`src/rtl/bpa_pkg.sv`:
```
// Shared constants, result codes and controller/datapath interface types of the page allocator.
package bpa_pkg;

    localparam int PAGE_COUNT_DEF = 2048;

    localparam int WORD_W     = 32;
    localparam int IW         = $clog2(WORD_W);
    localparam int PAGE_SHIFT = 12;
    localparam int SIZE_W     = 32;
    localparam int ADDR_W     = 32;
    localparam int OUT_ADDR_W = 23;
    localparam int CNT_W      = 12;
    localparam int STATUS_W   = 2;
    localparam int CFG_IDX_W  = 2;
    localparam int CFG_DATA_W = 12;
    localparam int IN_DATA_W  = 64;
    localparam int OUT_DATA_W = 40;
    localparam int OUT_PAD_W  = OUT_DATA_W - STATUS_W - OUT_ADDR_W - CNT_W;

    localparam logic [CNT_W-1:0] CNT_MAX      = '1;
    localparam logic [CNT_W-1:0] RESERVED_RST = 12'd512;
    localparam logic [CNT_W-1:0] INIT_FREE_RST = 12'd1536;

    localparam logic [STATUS_W-1:0] ST_OK      = 2'd0;
    localparam logic [STATUS_W-1:0] ST_NOSPACE = 2'd1;
    localparam logic [STATUS_W-1:0] ST_NOTUSED = 2'd2;
    localparam logic [STATUS_W-1:0] ST_BAD     = 2'd3;

    localparam logic [CFG_IDX_W-1:0] CFG_RESERVED  = 2'd0;
    localparam logic [CFG_IDX_W-1:0] CFG_INIT_FREE = 2'd1;

    typedef struct packed {
        logic                init_row;
        logic                load;
        logic                scan_init;
        logic                scan_step;
        logic                walk_init;
        logic                walk_rd;
        logic                mark_wr;
        logic                free_wr;
        logic                finish;
        logic [STATUS_W-1:0] res_status;
    } cmd_t;

    typedef struct packed {
        logic row_last;
        logic func_free;
        logic n_zero;
        logic alloc_nofit;
        logic free_bad;
        logic scan_found;
        logic scan_done;
        logic walk_last;
        logic free_err;
        logic out_free;
    } status_t;

endpackage

```
`src/rtl/bitmap_page_allocator.sv`:
```
// Top level of the first-fit bitmap page allocator.
//
//  Channel   Direction  Handshake                    Contents
//  s_axis    in         s_axis_tvalid/s_axis_tready  allocate or free request
//  m_axis    out        m_axis_tvalid/m_axis_tready  status, run address, free count
//  cfg       in         cfg_valid/cfg_ready          register index and value
//
// An allocate scans map words from the boundary word up to the word where the run
// completes, then reads and writes back each word of the run to mark it.
// A free reads, then writes, each map word of its range.
// The map RAM has one read and one write port; each word is 32 pages.
// After reset and after every register write a clearing pass rebuilds the map, and no
// request is taken meanwhile.
// One request is handled at a time; a finished result waits in the output register.
module bitmap_page_allocator
    import bpa_pkg::*;
#(
    parameter int PAGE_COUNT = PAGE_COUNT_DEF
) (
    input  logic                  clk,
    input  logic                  rst_n,
    input  logic                  s_axis_tvalid,
    output logic                  s_axis_tready,
    input  logic [IN_DATA_W-1:0]  s_axis_tdata,   // size_bytes[31:0], base_address[63:32]
    input  logic [0:0]            s_axis_tuser,   // func[0]
    output logic                  m_axis_tvalid,
    input  logic                  m_axis_tready,
    output logic [OUT_DATA_W-1:0] m_axis_tdata,   // status[1:0], page_address[24:2],
                                                  // free_pages[36:25], zero[39:37]
    input  logic                  cfg_valid,
    output logic                  cfg_ready,
    input  logic [CFG_IDX_W-1:0]  cfg_index,
    input  logic [CFG_DATA_W-1:0] cfg_data
);

    cmd_t                  cmd;
    status_t               st;
    logic                  cfg_we;
    logic [STATUS_W-1:0]   res_status;
    logic [OUT_ADDR_W-1:0] res_addr;
    logic [CNT_W-1:0]      res_free;

    assign cfg_ready = 1'b1;
    // Writes to indexes outside the register list are taken and dropped.
    assign cfg_we    = cfg_valid && cfg_ready &&
                       ((cfg_index == CFG_RESERVED) || (cfg_index == CFG_INIT_FREE));

    bpa_ctrl u_ctrl (
        .clk      (clk),
        .rst_n    (rst_n),
        .in_valid (s_axis_tvalid),
        .in_ready (s_axis_tready),
        .cfg_we   (cfg_we),
        .st       (st),
        .cmd      (cmd)
    );

    bpa_dp #(
        .PAGE_COUNT (PAGE_COUNT)
    ) u_dp (
        .clk        (clk),
        .rst_n      (rst_n),
        .cmd        (cmd),
        .st         (st),
        .cfg_we     (cfg_we),
        .cfg_index  (cfg_index),
        .cfg_data   (cfg_data),
        .in_func    (s_axis_tuser[0]),
        .in_size    (s_axis_tdata[SIZE_W-1:0]),
        .in_base    (s_axis_tdata[IN_DATA_W-1:SIZE_W]),
        .out_valid  (m_axis_tvalid),
        .out_ready  (m_axis_tready),
        .out_status (res_status),
        .out_addr   (res_addr),
        .out_free   (res_free)
    );

    assign m_axis_tdata = {{OUT_PAD_W{1'b0}}, res_free, res_addr, res_status};

endmodule

```
`src/rtl/bpa_ram.sv`:
```
// Generic single-write, single-read RAM with registered read data.
module bpa_ram #(
    parameter int WIDTH = 32,
    parameter int DEPTH = 64,
    localparam int AW   = $clog2(DEPTH)
) (
    input  logic             clk,
    input  logic             we,
    input  logic [AW-1:0]    waddr,
    input  logic [WIDTH-1:0] wdata,
    input  logic             re,
    input  logic [AW-1:0]    raddr,
    output logic [WIDTH-1:0] rdata
);

    logic [WIDTH-1:0] mem_reg [DEPTH];
    logic [WIDTH-1:0] rdata_reg;

    always_ff @(posedge clk)
    begin
        if (we)
        begin
            mem_reg[waddr] <= wdata;
        end
        if (re)
        begin
            rdata_reg <= mem_reg[raddr];
        end
    end

    assign rdata = rdata_reg;

endmodule

```
`src/rtl/bpa_ctrl.sv`:
```
// Sequencing state machine of the page allocator.
module bpa_ctrl
    import bpa_pkg::*;
(
    input  logic    clk,
    input  logic    rst_n,
    input  logic    in_valid,
    output logic    in_ready,
    input  logic    cfg_we,
    input  status_t st,
    output cmd_t    cmd
);

    localparam logic [3:0] S_INIT    = 4'd0;
    localparam logic [3:0] S_IDLE    = 4'd1;
    localparam logic [3:0] S_CHECK   = 4'd2;
    localparam logic [3:0] S_SCAN    = 4'd3;
    localparam logic [3:0] S_MARK_RD = 4'd4;
    localparam logic [3:0] S_MARK_WR = 4'd5;
    localparam logic [3:0] S_FREE_RD = 4'd6;
    localparam logic [3:0] S_FREE_WR = 4'd7;
    localparam logic [3:0] S_RESP    = 4'd8;

    logic [3:0]          state_reg, state_next;
    logic [STATUS_W-1:0] code_reg, code_next;

    assign in_ready = (state_reg == S_IDLE) && !cfg_we;

    always_comb
    begin
        state_next     = state_reg;
        code_next      = code_reg;
        cmd            = '0;
        cmd.res_status = code_reg;
        if (cfg_we)
        begin
            // Any register write rebuilds the map from scratch.
            state_next = S_INIT;
        end
        else
        begin
            unique case (state_reg)
                S_INIT:
                begin
                    cmd.init_row = 1'b1;
                    if (st.row_last)
                    begin
                        state_next = S_IDLE;
                    end
                end
                S_IDLE:
                begin
                    if (in_valid)
                    begin
                        cmd.load   = 1'b1;
                        state_next = S_CHECK;
                    end
                end
                S_CHECK:
                begin
                    if (!st.func_free)
                    begin
                        if (st.n_zero)
                        begin
                            code_next  = ST_BAD;
                            state_next = S_RESP;
                        end
                        else if (st.alloc_nofit)
                        begin
                            code_next  = ST_NOSPACE;
                            state_next = S_RESP;
                        end
                        else
                        begin
                            cmd.scan_init = 1'b1;
                            state_next    = S_SCAN;
                        end
                    end
                    else
                    begin
                        if (st.free_bad)
                        begin
                            code_next  = ST_BAD;
                            state_next = S_RESP;
                        end
                        else if (st.n_zero)
                        begin
                            code_next  = ST_OK;
                            state_next = S_RESP;
                        end
                        else
                        begin
                            cmd.walk_init = 1'b1;
                            state_next    = S_FREE_RD;
                        end
                    end
                end
                S_SCAN:
                begin
                    if (st.scan_found)
                    begin
                        cmd.walk_init = 1'b1;
                        state_next    = S_MARK_RD;
                    end
                    else if (st.scan_done)
                    begin
                        code_next  = ST_NOSPACE;
                        state_next = S_RESP;
                    end
                    else
                    begin
                        cmd.scan_step = 1'b1;
                    end
                end
                S_MARK_RD:
                begin
                    cmd.walk_rd = 1'b1;
                    state_next  = S_MARK_WR;
                end
                S_MARK_WR:
                begin
                    cmd.mark_wr = 1'b1;
                    if (st.walk_last)
                    begin
                        code_next  = ST_OK;
                        state_next = S_RESP;
                    end
                    else
                    begin
                        state_next = S_MARK_RD;
                    end
                end
                S_FREE_RD:
                begin
                    cmd.walk_rd = 1'b1;
                    state_next  = S_FREE_WR;
                end
                S_FREE_WR:
                begin
                    cmd.free_wr = 1'b1;
                    if (st.free_err)
                    begin
                        code_next  = ST_NOTUSED;
                        state_next = S_RESP;
                    end
                    else if (st.walk_last)
                    begin
                        code_next  = ST_OK;
                        state_next = S_RESP;
                    end
                    else
                    begin
                        state_next = S_FREE_RD;
                    end
                end
                S_RESP:
                begin
                    if (st.out_free)
                    begin
                        cmd.finish = 1'b1;
                        state_next = S_IDLE;
                    end
                end
                default:
                begin
                    state_next = S_INIT;
                end
            endcase
        end
    end

    always_ff @(posedge clk or negedge rst_n)
    begin
        if (!rst_n)
        begin
            state_reg <= S_INIT;
            code_reg  <= ST_OK;
        end
        else
        begin
            state_reg <= state_next;
            code_reg  <= code_next;
        end
    end

endmodule

```
`src/rtl/bpa_dp.sv`:
```
// Datapath of the page allocator: usage map RAM, word scanner, range walker, count and result.
module bpa_dp
    import bpa_pkg::*;
#(
    parameter int PAGE_COUNT = PAGE_COUNT_DEF
) (
    input  logic                  clk,
    input  logic                  rst_n,
    input  cmd_t                  cmd,
    output status_t               st,
    input  logic                  cfg_we,
    input  logic [CFG_IDX_W-1:0]  cfg_index,
    input  logic [CFG_DATA_W-1:0] cfg_data,
    input  logic                  in_func,
    input  logic [SIZE_W-1:0]     in_size,
    input  logic [ADDR_W-1:0]     in_base,
    output logic                  out_valid,
    input  logic                  out_ready,
    output logic [STATUS_W-1:0]   out_status,
    output logic [OUT_ADDR_W-1:0] out_addr,
    output logic [CNT_W-1:0]      out_free
);

    localparam int ROWS = PAGE_COUNT / WORD_W;
    localparam int AW   = $clog2(ROWS);
    localparam int PW   = AW + IW;
    localparam int RW   = PW + 1;
    localparam int CW   = ((PW > CNT_W) ? PW : CNT_W) + 1;
    localparam int N_W  = SIZE_W - PAGE_SHIFT + 1;
    localparam int SP_W = ADDR_W - PAGE_SHIFT;
    localparam int EW   = N_W + 1;
    localparam logic [AW-1:0] LAST_ROW = AW'(ROWS - 1);

    // Used bits of one map word for the state after reinitialization.
    function automatic logic [WORD_W-1:0] row_init(input logic [AW-1:0] w,
                                                   input logic [CNT_W-1:0] rsv);
        logic [CW-1:0]     base;
        logic [CW-1:0]     r;
        logic [WORD_W-1:0] pat;
        base = CW'({w, IW'(0)});
        r    = CW'(rsv);
        if (r >= base + CW'(WORD_W))
        begin
            pat = '1;
        end
        else if (r <= base)
        begin
            pat = '0;
        end
        else
        begin
            pat = ~({WORD_W{1'b1}} << IW'(r - base));
        end
        return pat;
    endfunction

    logic [CNT_W-1:0]  reserved_reg, reserved_next;
    logic [CNT_W-1:0]  init_free_reg, init_free_next;
    logic [CNT_W-1:0]  count_reg, count_next;
    logic [AW-1:0]     row_reg, row_next;
    logic              func_reg, func_next;
    logic              n_zero_reg, n_zero_next;
    logic              nofit_reg, nofit_next;
    logic              free_bad_reg, free_bad_next;
    logic [RW-1:0]     n_reg, n_next;
    logic [PW-1:0]     lo_page_reg, lo_page_next;
    logic [PW-1:0]     hi_page_reg, hi_page_next;
    logic [AW-1:0]     scan_addr_reg, scan_addr_next;
    logic [AW-1:0]     eval_addr_reg, eval_addr_next;
    logic              scan_more_reg, scan_more_next;
    logic              eval_vld_reg, eval_vld_next;
    logic              found_reg, found_next;
    logic [RW-1:0]     carry_reg, carry_next;
    logic [AW-1:0]     walk_addr_reg, walk_addr_next;
    logic              out_vld_reg, out_vld_next;
    logic [STATUS_W-1:0]   out_status_reg, out_status_next;
    logic [OUT_ADDR_W-1:0] out_addr_reg, out_addr_next;
    logic [CNT_W-1:0]      out_free_reg, out_free_next;

    logic [WORD_W-1:0] rd_data;
    logic              ram_we;
    logic [AW-1:0]     ram_waddr;
    logic [WORD_W-1:0] ram_wdata;
    logic              ram_re;
    logic [AW-1:0]     ram_raddr;

    // Request decode.
    logic [N_W-1:0]  n_full;
    logic [SP_W-1:0] sp_full;
    logic [EW-1:0]   end_sum;

    assign n_full  = N_W'(in_size[SIZE_W-1:PAGE_SHIFT]) + N_W'(|in_size[PAGE_SHIFT-1:0]);
    assign sp_full = in_base[ADDR_W-1:PAGE_SHIFT];
    assign end_sum = EW'(sp_full) + EW'(n_full);

    // Word scanner: run length at every bit of the word under evaluation.
    logic [WORD_W-1:0] eval_word;
    logic [RW:0]       run_v [WORD_W];
    logic [WORD_W-1:0] hit_v;
    logic [IW-1:0]     hit_idx;
    logic              hit_now;
    logic              issue;
    logic [PW-1:0]     end_page;
    logic [PW-1:0]     start_page;

    // Pages below the boundary are never candidates, whatever the map says.
    assign eval_word = rd_data | row_init(eval_addr_reg, reserved_reg);

    always_comb
    begin
        for (int j = 0; j < WORD_W; j++)
        begin
            run_v[j] = (RW+1)'(carry_reg) + (RW+1)'(j + 1);
            for (int k = 0; k <= j; k++)
            begin
                if (eval_word[k])
                begin
                    run_v[j] = (RW+1)'(j - k);
                end
            end
            hit_v[j] = run_v[j] >= {1'b0, n_reg};
        end
    end

    always_comb
    begin
        hit_idx = '0;
        for (int j = WORD_W - 1; j >= 0; j--)
        begin
            if (hit_v[j])
            begin
                hit_idx = IW'(j);
            end
        end
    end

    assign hit_now    = eval_vld_reg && (|hit_v);
    assign issue      = scan_more_reg && !found_reg && !hit_now;
    assign end_page   = {eval_addr_reg, hit_idx};
    assign start_page = PW'({1'b0, end_page} + RW'(1) - n_reg);

    // Range walker: bits of the current word inside [lo_page, hi_page].
    logic [AW-1:0]     lo_row;
    logic [AW-1:0]     hi_row;
    logic [IW-1:0]     lo_b;
    logic [IW-1:0]     hi_b;
    logic [WORD_W-1:0] wmask;
    logic [WORD_W-1:0] miss;
    logic [IW-1:0]     miss_idx;
    logic [WORD_W-1:0] clr_mask;
    logic [IW:0]       freed;
    logic [CNT_W:0]    cnt_sum;

    assign lo_row = lo_page_reg[PW-1:IW];
    assign hi_row = hi_page_reg[PW-1:IW];
    assign lo_b   = (walk_addr_reg == lo_row) ? lo_page_reg[IW-1:0] : '0;
    assign hi_b   = (walk_addr_reg == hi_row) ? hi_page_reg[IW-1:0] : '1;
    assign wmask  = ({WORD_W{1'b1}} << lo_b) & ({WORD_W{1'b1}} >> (IW'(WORD_W - 1) - hi_b));
    assign miss   = wmask & ~rd_data;

    always_comb
    begin
        miss_idx = '0;
        for (int j = WORD_W - 1; j >= 0; j--)
        begin
            if (miss[j])
            begin
                miss_idx = IW'(j);
            end
        end
    end

    // On a page that is not in use, only the pages before it are released.
    assign clr_mask = (|miss) ? (wmask & ~({WORD_W{1'b1}} << miss_idx)) : wmask;
    assign freed    = (|miss) ? (IW+1)'(miss_idx - lo_b)
                              : (IW+1)'(hi_b) - (IW+1)'(lo_b) + (IW+1)'(1);
    assign cnt_sum  = (CNT_W+1)'(count_reg) + (CNT_W+1)'(freed);

    // Map RAM ports.
    assign ram_re    = (cmd.scan_step && issue) || cmd.walk_rd;
    assign ram_raddr = cmd.walk_rd ? walk_addr_reg : scan_addr_reg;
    assign ram_we    = cmd.init_row || cmd.mark_wr || cmd.free_wr;
    assign ram_waddr = cmd.init_row ? row_reg : walk_addr_reg;

    always_comb
    begin
        if (cmd.init_row)
        begin
            ram_wdata = row_init(row_reg, reserved_reg);
        end
        else if (cmd.mark_wr)
        begin
            ram_wdata = rd_data | wmask;
        end
        else
        begin
            ram_wdata = rd_data & ~clr_mask;
        end
    end

    bpa_ram #(
        .WIDTH (WORD_W),
        .DEPTH (ROWS)
    ) u_map_ram (
        .clk   (clk),
        .we    (ram_we),
        .waddr (ram_waddr),
        .wdata (ram_wdata),
        .re    (ram_re),
        .raddr (ram_raddr),
        .rdata (rd_data)
    );

    always_comb
    begin
        reserved_next   = reserved_reg;
        init_free_next  = init_free_reg;
        count_next      = count_reg;
        row_next        = row_reg;
        func_next       = func_reg;
        n_zero_next     = n_zero_reg;
        nofit_next      = nofit_reg;
        free_bad_next   = free_bad_reg;
        n_next          = n_reg;
        lo_page_next    = lo_page_reg;
        hi_page_next    = hi_page_reg;
        scan_addr_next  = scan_addr_reg;
        eval_addr_next  = eval_addr_reg;
        scan_more_next  = scan_more_reg;
        eval_vld_next   = eval_vld_reg;
        found_next      = found_reg;
        carry_next      = carry_reg;
        walk_addr_next  = walk_addr_reg;
        out_vld_next    = out_vld_reg;
        out_status_next = out_status_reg;
        out_addr_next   = out_addr_reg;
        out_free_next   = out_free_reg;

        if (cfg_we)
        begin
            if (cfg_index == CFG_RESERVED)
            begin
                reserved_next = cfg_data;
                count_next    = init_free_reg;
            end
            else
            begin
                init_free_next = cfg_data;
                count_next     = cfg_data;
            end
            row_next = '0;
        end

        if (cmd.init_row)
        begin
            row_next = (row_reg == LAST_ROW) ? '0 : row_reg + AW'(1);
        end

        if (cmd.load)
        begin
            func_next     = in_func;
            n_zero_next   = (n_full == '0);
            nofit_next    = (n_full > N_W'(PAGE_COUNT)) ||
                            (CW'(reserved_reg) >= CW'(PAGE_COUNT));
            free_bad_next = end_sum > EW'(PAGE_COUNT);
            n_next        = RW'(n_full);
            lo_page_next  = PW'(sp_full);
            hi_page_next  = PW'(end_sum - EW'(1));
        end

        if (cmd.scan_init)
        begin
            scan_addr_next = AW'(reserved_reg >> IW);
            scan_more_next = 1'b1;
            eval_vld_next  = 1'b0;
            found_next     = 1'b0;
            carry_next     = '0;
        end

        if (cmd.scan_step)
        begin
            eval_vld_next = issue;
            if (issue)
            begin
                eval_addr_next = scan_addr_reg;
                scan_addr_next = scan_addr_reg + AW'(1);
                if (scan_addr_reg == LAST_ROW)
                begin
                    scan_more_next = 1'b0;
                end
            end
            if (hit_now)
            begin
                found_next   = 1'b1;
                lo_page_next = start_page;
                hi_page_next = end_page;
            end
            else if (eval_vld_reg)
            begin
                carry_next = run_v[WORD_W-1][RW-1:0];
            end
        end

        if (cmd.walk_init)
        begin
            walk_addr_next = lo_row;
            if (!func_reg)
            begin
                if (CW'(count_reg) >= CW'(n_reg))
                begin
                    count_next = count_reg - CNT_W'(n_reg);
                end
                else
                begin
                    count_next = '0;
                end
            end
        end

        if (cmd.mark_wr)
        begin
            walk_addr_next = walk_addr_reg + AW'(1);
        end

        if (cmd.free_wr)
        begin
            walk_addr_next = walk_addr_reg + AW'(1);
            count_next     = (cnt_sum > (CNT_W+1)'(CNT_MAX)) ? CNT_MAX : cnt_sum[CNT_W-1:0];
        end

        if (cmd.finish)
        begin
            out_vld_next    = 1'b1;
            out_status_next = cmd.res_status;
            out_free_next   = count_reg;
            if ((cmd.res_status == ST_OK) && !func_reg)
            begin
                out_addr_next = OUT_ADDR_W'({lo_page_reg, {PAGE_SHIFT{1'b0}}});
            end
            else
            begin
                out_addr_next = '0;
            end
        end
        else if (out_ready)
        begin
            out_vld_next = 1'b0;
        end
    end

    always_ff @(posedge clk or negedge rst_n)
    begin
        if (!rst_n)
        begin
            reserved_reg  <= RESERVED_RST;
            init_free_reg <= INIT_FREE_RST;
            count_reg     <= INIT_FREE_RST;
            row_reg       <= '0;
            scan_more_reg <= 1'b0;
            eval_vld_reg  <= 1'b0;
            found_reg     <= 1'b0;
            out_vld_reg   <= 1'b0;
        end
        else
        begin
            reserved_reg  <= reserved_next;
            init_free_reg <= init_free_next;
            count_reg     <= count_next;
            row_reg       <= row_next;
            scan_more_reg <= scan_more_next;
            eval_vld_reg  <= eval_vld_next;
            found_reg     <= found_next;
            out_vld_reg   <= out_vld_next;
        end
    end

    always_ff @(posedge clk)
    begin
        func_reg       <= func_next;
        n_zero_reg     <= n_zero_next;
        nofit_reg      <= nofit_next;
        free_bad_reg   <= free_bad_next;
        n_reg          <= n_next;
        lo_page_reg    <= lo_page_next;
        hi_page_reg    <= hi_page_next;
        scan_addr_reg  <= scan_addr_next;
        eval_addr_reg  <= eval_addr_next;
        carry_reg      <= carry_next;
        walk_addr_reg  <= walk_addr_next;
        out_status_reg <= out_status_next;
        out_addr_reg   <= out_addr_next;
        out_free_reg   <= out_free_next;
    end

    assign st.row_last    = (row_reg == LAST_ROW);
    assign st.func_free   = func_reg;
    assign st.n_zero      = n_zero_reg;
    assign st.alloc_nofit = nofit_reg;
    assign st.free_bad    = free_bad_reg;
    assign st.scan_found  = found_reg;
    assign st.scan_done   = !scan_more_reg && !eval_vld_reg && !found_reg;
    assign st.walk_last   = (walk_addr_reg == hi_row);
    assign st.free_err    = |miss;
    assign st.out_free    = !out_vld_reg || out_ready;

    assign out_valid  = out_vld_reg;
    assign out_status = out_status_reg;
    assign out_addr   = out_addr_reg;
    assign out_free   = out_free_reg;

endmodule

```
`config.mk`:
```
export PLATFORM = sky130hd
export DESIGN_NAME = bitmap_page_allocator
export DESIGN_NICKNAME = d
export VERILOG_FILES = /design/src/rtl/bpa_pkg.sv /design/src/rtl/bitmap_page_allocator.sv /design/src/rtl/bpa_ram.sv /design/src/rtl/bpa_ctrl.sv /design/src/rtl/bpa_dp.sv
export SDC_FILE = /design/constraint.sdc
export NUM_CORES = 2
export LEC_CHECK = 0
export ABC_CLOCK_PERIOD_IN_PS = 9350
export BUFFER_PORTS_ARGS = -buffer_cell sky130_fd_sc_hd__buf_4
export CAP_MARGIN = 0
export CORE_MARGIN = 8
export CORE_UTILIZATION = 24
export CTS_CLUSTER_DIAMETER = 60
export DETAILED_ROUTE_END_ITERATION = 8
export GPL_ROUTABILITY_DRIVEN = 0
export GPL_TIMING_DRIVEN = 0
export PLACE_DENSITY = 0.48
export SKIP_CTS_REPAIR_TIMING = 1
export SLEW_MARGIN = 30
export SYNTH_ARGS = -nofsm -noshare
export SYNTH_HDL_FRONTEND = slang
export SYNTH_SLANG_ARGS = --single-unit
```
`constraint.sdc`:
```
create_clock -name clk -period 9.35 [get_ports clk]
set_clock_uncertainty 0.05 [all_clocks]
set_input_delay 1.87 -clock clk [delete_from_list [all_inputs] [get_ports clk]]
set_output_delay 1.87 -clock clk [all_outputs]
set_load 0.02 [all_outputs]
```
Word level (Yosys, flattened, before mapping) --
Memories as Yosys holds them, arrays and structs flattened. A register that Yosys moved wholly into a read port is not among the register bits. Index checks and enable logic that the tools add are counted.
Storage, ports and cells: bits in registers 157, bits in writable memories 2048, input bits 84, output and inout port bits 43, logic and storage cells 883, memories kept 1
Memory list:
- u_dp.u_map_ram.mem_reg | words 64, bits a word 32, rd ports 1, clocked after memory_dff 1, write ports 1, line bpa_ram.sv:16 | logic [WIDTH-1:0] mem_reg [DEPTH];
Cells by class: add/subtract/negate cells 50, order comparisons 41, equal/unequal tests 21, shift-type cells 5, multiplexer cells 689, bitwise gates (word level) 12, reductions and logical operators 39
Operators with widths (number):
- 2-to-1 mux 13 bit | 528
- greater-or-equal comparator 13 x 12 -> 1 bit | 32
- 2-to-1 mux 5 bit | 66
- 2-to-1 mux 32 bit | 7
- adder 12 x 5 -> 13 bit (second input constant) | 16
- inverter 32 bit | 5
- 2-to-1 mux 12 bit | 11
- AND 32 bit | 4
- left shift 32 x 5 -> 32 bit (first input constant) | 4
- adder 12 x 4 -> 13 bit (second input constant) | 8
- 2-to-1 mux 6 bit | 12
- 2-to-1 mux 11 bit | 6
- OR 32 bit | 2
- OR reduction 32 bit | 2
- 2-to-1 mux 4 bit | 14
- adder 12 x 3 -> 13 bit (second input constant) | 4
- greater-or-equal comparator 12 bit | 3
- case mux 4 bit (9 select lines) | 1
- 2-to-1 mux 1 bit | 32
- >> shifter 32 x 5 -> 32 bit (first input constant) | 1
- adder 12 x 2 -> 13 bit (second input constant) | 2
- adder 11 x 6 -> 12 bit (second input constant) | 2
- adder 6 x 1 -> 6 bit (second input constant) | 4
- less-or-equal comparator 12 x 11 -> 1 bit | 2
- 46 further kinds | 89

Depth between registers and ports, before layout --
word-level depth 75, gate-level depth with buffers 50, mapped depth without buffers 45

Cells and area by module --
Synthesis repeated with hierarchy kept, for this count alone.
Unflattened totals: cells, all modules 7538, area, all modules 108759.3 um2
By module, submodules not included:
- bpa_ram | instances 1, cells each 3572, area an instance 79211.0 um2, seq. area each 62459.9 um2
- bpa_dp | instances 1, cells each 3874, area an instance 28838.9 um2, seq. area each 3549.7 um2
- bpa_ctrl | instances 1, cells each 85, area an instance 658.1 um2, seq. area each 150.1 um2
- bitmap_page_allocator | instances 1, cells each 7, area an instance 51.3 um2, seq. area each 0.0 um2

Worst setup path before layout --
Ideal clock, no wire load.
path type reg2reg, start register u_dp.eval_addr_reg[0], end register u_dp.lo_page_reg[10], data arrival time 8.334 ns, slack 0.843 ns, cell stages (with the launch flop) 46, path buffers 5, cells stage by stage edfxtp_1 > ha_1 > inv_1 > ha_1 > a211oi_1 > a211oi_1 > buf_4 > buf_4 > buf_6 > buf_6 > buf_2 > a2111oi_1 > o21a_1 > o211ai_1 > a31oi_1 > nand2_1 > nand2_1 > a31oi_1 > [10 not listed] > or4bb_1 > a21oi_1 > o21ai_0 > a21oi_1 > nor3_1 > ha_1 > ha_1 > a21o_1 > a21oi_1 > o21bai_1 > a21oi_1 > o21bai_1 > a21oi_1 > o21bai_1 > a21oi_1 > xnor2_1 > nand2_1 > o21ai_0
Between the ends: longest elaborated chain between the ends 73, elaborated cells on any way between the ends 604, those cells by class 3 x add/sub; 34 x order compare; 564 x mux; 1 x bitwise; 2 x reduce/logical
Ends and longest elaborated chain:
- from (decl) | line bpa_dp.sv:69 | logic [AW-1:0] eval_addr_reg, eval_addr_next;
- from (signal assigned) | line bpa_dp.sv:387 | eval_addr_reg <= eval_addr_next;
- adder 11 x 6 -> 12 bit or less-or-equal comparator 12 x 11 -> 1 bit (tied branches) | line bpa_dp.sv:42, bpa_dp.sv:46
- greater-or-equal comparator 12 bit or 2-to-1 mux 32 bit (tied branches) | line bpa_dp.sv:42, bpa_dp.sv:46
- 2-to-1 mux 32 bit | line bpa_dp.sv:42 | if (r >= base + CW'(WORD_W))
- OR 32 bit | line bpa_dp.sv:107 | assign eval_word = rd_data | row_init(eval_addr_reg, reserved_reg);
- 2-to-1 mux 13 bit (32 in a row) | line bpa_dp.sv:116 | if (eval_word[k])
- greater-or-equal comparator 13 x 12 -> 1 bit | line bpa_dp.sv:121 | hit_v[j] = run_v[j] >= {1'b0, n_reg};
- 2-to-1 mux 5 bit (32 in a row) | line bpa_dp.sv:130 | if (hit_v[j])
- adder 11 x 1 -> 11 bit | line bpa_dp.sv:140 | assign start_page = PW'({1'b0, end_page} + RW'(1) - n_reg);
- subtractor 11 bit | line bpa_dp.sv:140
- 2-to-1 mux 11 bit (*) | line bpa_dp.sv:292 | if (hit_now)
- 2-to-1 mux 11 bit (*) | line bpa_dp.sv:280 | if (cmd.scan_step)
- named net u_dp.lo_page_next[10] | line bpa_dp.sv:66 | logic [PW-1:0] lo_page_reg, lo_page_next;
- to (signal assigned) | line bpa_dp.sv:384 | lo_page_reg <= lo_page_next;
- to (decl) | line bpa_dp.sv:66
Mark *: on every way through the listed nets, which the timed path passes. The rest lies on a longest branch. A chain may end at the register's enable or synchronous reset.

Worst setup path after layout --
start register u_dp.eval_addr_reg[1], end register u_dp.lo_page_reg[10]
The elaborated chain is that of the path after synthesis.

==> flow_metrics.tcl <==
set metrics [dict create \
    synthFlopType "edfxtp_1" \
    dieArea_mm2 0.474 \
    wl_met2_mm 192 \
    cpPeakStageDelay_ns 0.70 \
    instances_no_fill 14428 \
    htree_levels 4 \
    dpl.hpwl_mm 306 \
    power_switching_share_pct 33.1 \
    violations "DRC" \
    fmax_ghz 0.108 \
    num_vias 72617 \
    required_ns 10.06 \
    final_common_cell "edfxtp_1" \
    die_width_um 688 \
    status "complete, but fails checks" \
    worst_slew_pin_slew_ns 1.15 \
    wl_met1_mm 155 \
    power.switching_mw 10.4 \
    wl_per_cell_um 27.8 \
    hold_class "flip-flop to flip-flop" \
    clk_pin_slew_worst_paths_ns 0.06 \
    p_comb_share_pct 29.0 \
    antenna_found_initial 32 \
    slew_headroom_pct 22.3 \
    fin_util_pct 29.3 \
    regToRegEndpoint "u_dp.lo_page_reg[10]" \
    drc_errors 21 \
    min-delay-start "u_dp.scan_addr_reg[3]" \
    portBuffers 97 \
    endpoint_kind "flip-flop" \
    drive_above_1_share_pct 21.1 \
    area_growth_pct 22.1 \
    critPathArrivalTime_ns 10.01 \
    postSynth.asyncResetShare_pct 2.34 \
    ff2ff_setup_slack_ns 0.05 \
    finalWirelength_mm 402 \
    rr_worst_depth 39 \
    worst_ir_drop_vdd_v 0.000169 \
    syn_avg_cell_area_um2 14.3 \
    whs_path_depth 0 \
    grt_pass1_vias 72521 \
    ant_nets 0 \
    dp.cells 13935 \
    ys_seq_elements 2225 \
    grt-ovfl-total 0 \
    core_area_mm2 0.451 \
    finalHoldViolCount 0 \
    cp_slowest_cell "or4_1" \
    maxSlewViolCount 0 \
    firstDrtPassIters 9 \
    via_per_inst 5.03 \
    track_usage_pct 16.3 \
    largest_reg_flops 2048 \
    final_cell_area_mm2 0.132 \
    fin_crit_sh_pct 99.4 \
    setup_viol_count_final 0 \
    finalCriticalPeriod_ns 9.30 \
    grt_max_degree 65 \
    rows 247 \
    place_area_mm2 0.124 \
    root_buffer "clkbuf_16" \
    top_layer "met5" \
    cp_max_fo 10 \
    synthCells 7581 \
    cp-start-kind "flip-flop" \
    yosysSeqAreaShare_pct 61.0 \
    criticalPathCategory "flip-flop to flip-flop" \
    cts_buffers 241 \
    cellLeakagePower_nw 43.6 \
    powerDensity_mw_per_mm2 238 \
    io_pins 127 \
    grt_first_pass_wirelength_mm 559 \
    r2r_start "u_dp.eval_addr_reg[1]" \
    synthDistinctLibCells 109 \
    tritoncts "done" \
    layout_common_cells "edfxtp_1 (2133), nand2_1 (632), nor2_1 (528)" \
    seq_power_share_pct 41.9 \
    dr_wl_met3_mm 28.8 \
    cap_violations 0 \
    synth_warnings 0 \
    syn_area_mm2 0.108 \
    clockBufferDepth 4 \
    hold_end "u_dp.eval_addr_reg[3]" \
    floorplan.initialDensity_pct 24.0 \
    numClockSinks 2225 \
    nets 8845 \
    clock_latency_ns 0.92 \
    fillers 45137 \
    intPower_mw 21.0 \
    power_frac_clock_pct 29.2 \
    drtIter0Drc 7705 \
    die_h_um 688 \
    synth_edf_count 2133 \
]
layout make-up:
type / instances / area, um^2 / share of cell area [%]
sequential: 2225 / 66200 / 50.0
multi-input combinational: 4826 / 42200 / 31.9
tap: 5976 / 7480 / 5.65
timing repair buffer: 412 / 6670 / 5.04
clock buffer: 295 / 6320 / 4.78
buffer: 416 / 1810 / 1.37
clock inverter: 144 / 1180 / 0.891
inverter: 125 / 492 / 0.372
antenna: 9 / 22.5 / 0.0170
worst max path at each step:
stage	startpoint	endpoint	slack (ns)	cells past startpoint
after floorplan	u_dp.eval_addr_reg[0]	u_dp.lo_page_reg[10]	0.84	45
after global placement	u_dp.walk_addr_reg[4]	u_dp.u_map_ram.mem_reg[40][22]	-7.93	14
after detailed placement	u_dp.eval_addr_reg[2]	u_dp.lo_page_reg[10]	-2.03	47
final	u_dp.eval_addr_reg[1]	u_dp.lo_page_reg[10]	0.05	39
after CTS	u_dp.eval_addr_reg[2]	u_dp.lo_page_reg[10]	-2.14	47
after global routing	u_dp.eval_addr_reg[1]	u_dp.lo_page_reg[10]	-0.07	44
worst max-delay path: cells and delay by family (launching register included):
kind / cells / cell delay (ns)
AO/OA/AOI/OAI: 19 / 3.53
XOR/XNOR: 1 / 0.15
adder cells (fa/ha/maj): 5 / 1.53
buffers and inverters: 6 / 0.84
flip-flops: 1 / 0.42
AND/OR/NAND/NOR: 8 / 2.60
cells in the mapped netlist, drive strengths merged (104+ instances only):
library cell	n	area, um^2
a211oi	165	1240
a21oi	315	1580
a311oi	104	911
and2	154	963
clkbuf	321	1200
edfxtp	2133	64100
ha	508	6360
inv	124	465
mux4	512	11500
nand2	651	2450
nand3	142	716
nor2	604	2270
nor3	167	847
o21ai	212	1060
xnor2	214	1870
xor2	109	955
power by group through the flow:
| stage | logic [mW] | registers (mW) | clock network (mW) |
|---|---|---|---|
| floorplan | 4.02 | 13.5 | 0 |
| global placement | 7.36 | 14.0 | 0 |
| detailed placement | 8.99 | 13.4 | 0 |
| CTS | 9.02 | 13.2 | 9.36 |
| global route | 9.56 | 13.2 | 9.72 |
| finish | 9.11 | 13.2 | 9.17 |
routing by layer:
metal / up-vias / global-route usage, %
met5: - / 0
met4: 12 / 8.44
met3: 959 / 2.83
met2: 3300 / 27.5
met1: 37227 / 20.1
li1: 31119 / -
stage by stage:
step                total power [mW]  setup WS (ns)  hold slack [ns]  setup TNS (ns)
finish                          31.4         0.0526            0.389               0
global route                    32.5        -0.0689            0.408         -0.0993
CTS                             31.5          -2.14            0.389          -53.46
detailed placement              22.4          -2.03            0.371          -45.72
global placement                21.3          -7.93            0.366        -2300.46
floorplan                       17.5          0.843            0.356               0
cells by family after synthesis:
group / Yosys count / synth area share (%)
flops: 2225 / 61.0
simple gates: 2119 / 9.18
compound gates: 1282 / 8.00
mux: 572 / 11.2
buf+inv: 544 / 1.99
fa+ha+maj: 514 / 5.97
xor+xnor: 323 / 2.61
other cells: 2 / 0.00693
Note: power is estimated with default switching activity, not from simulation.
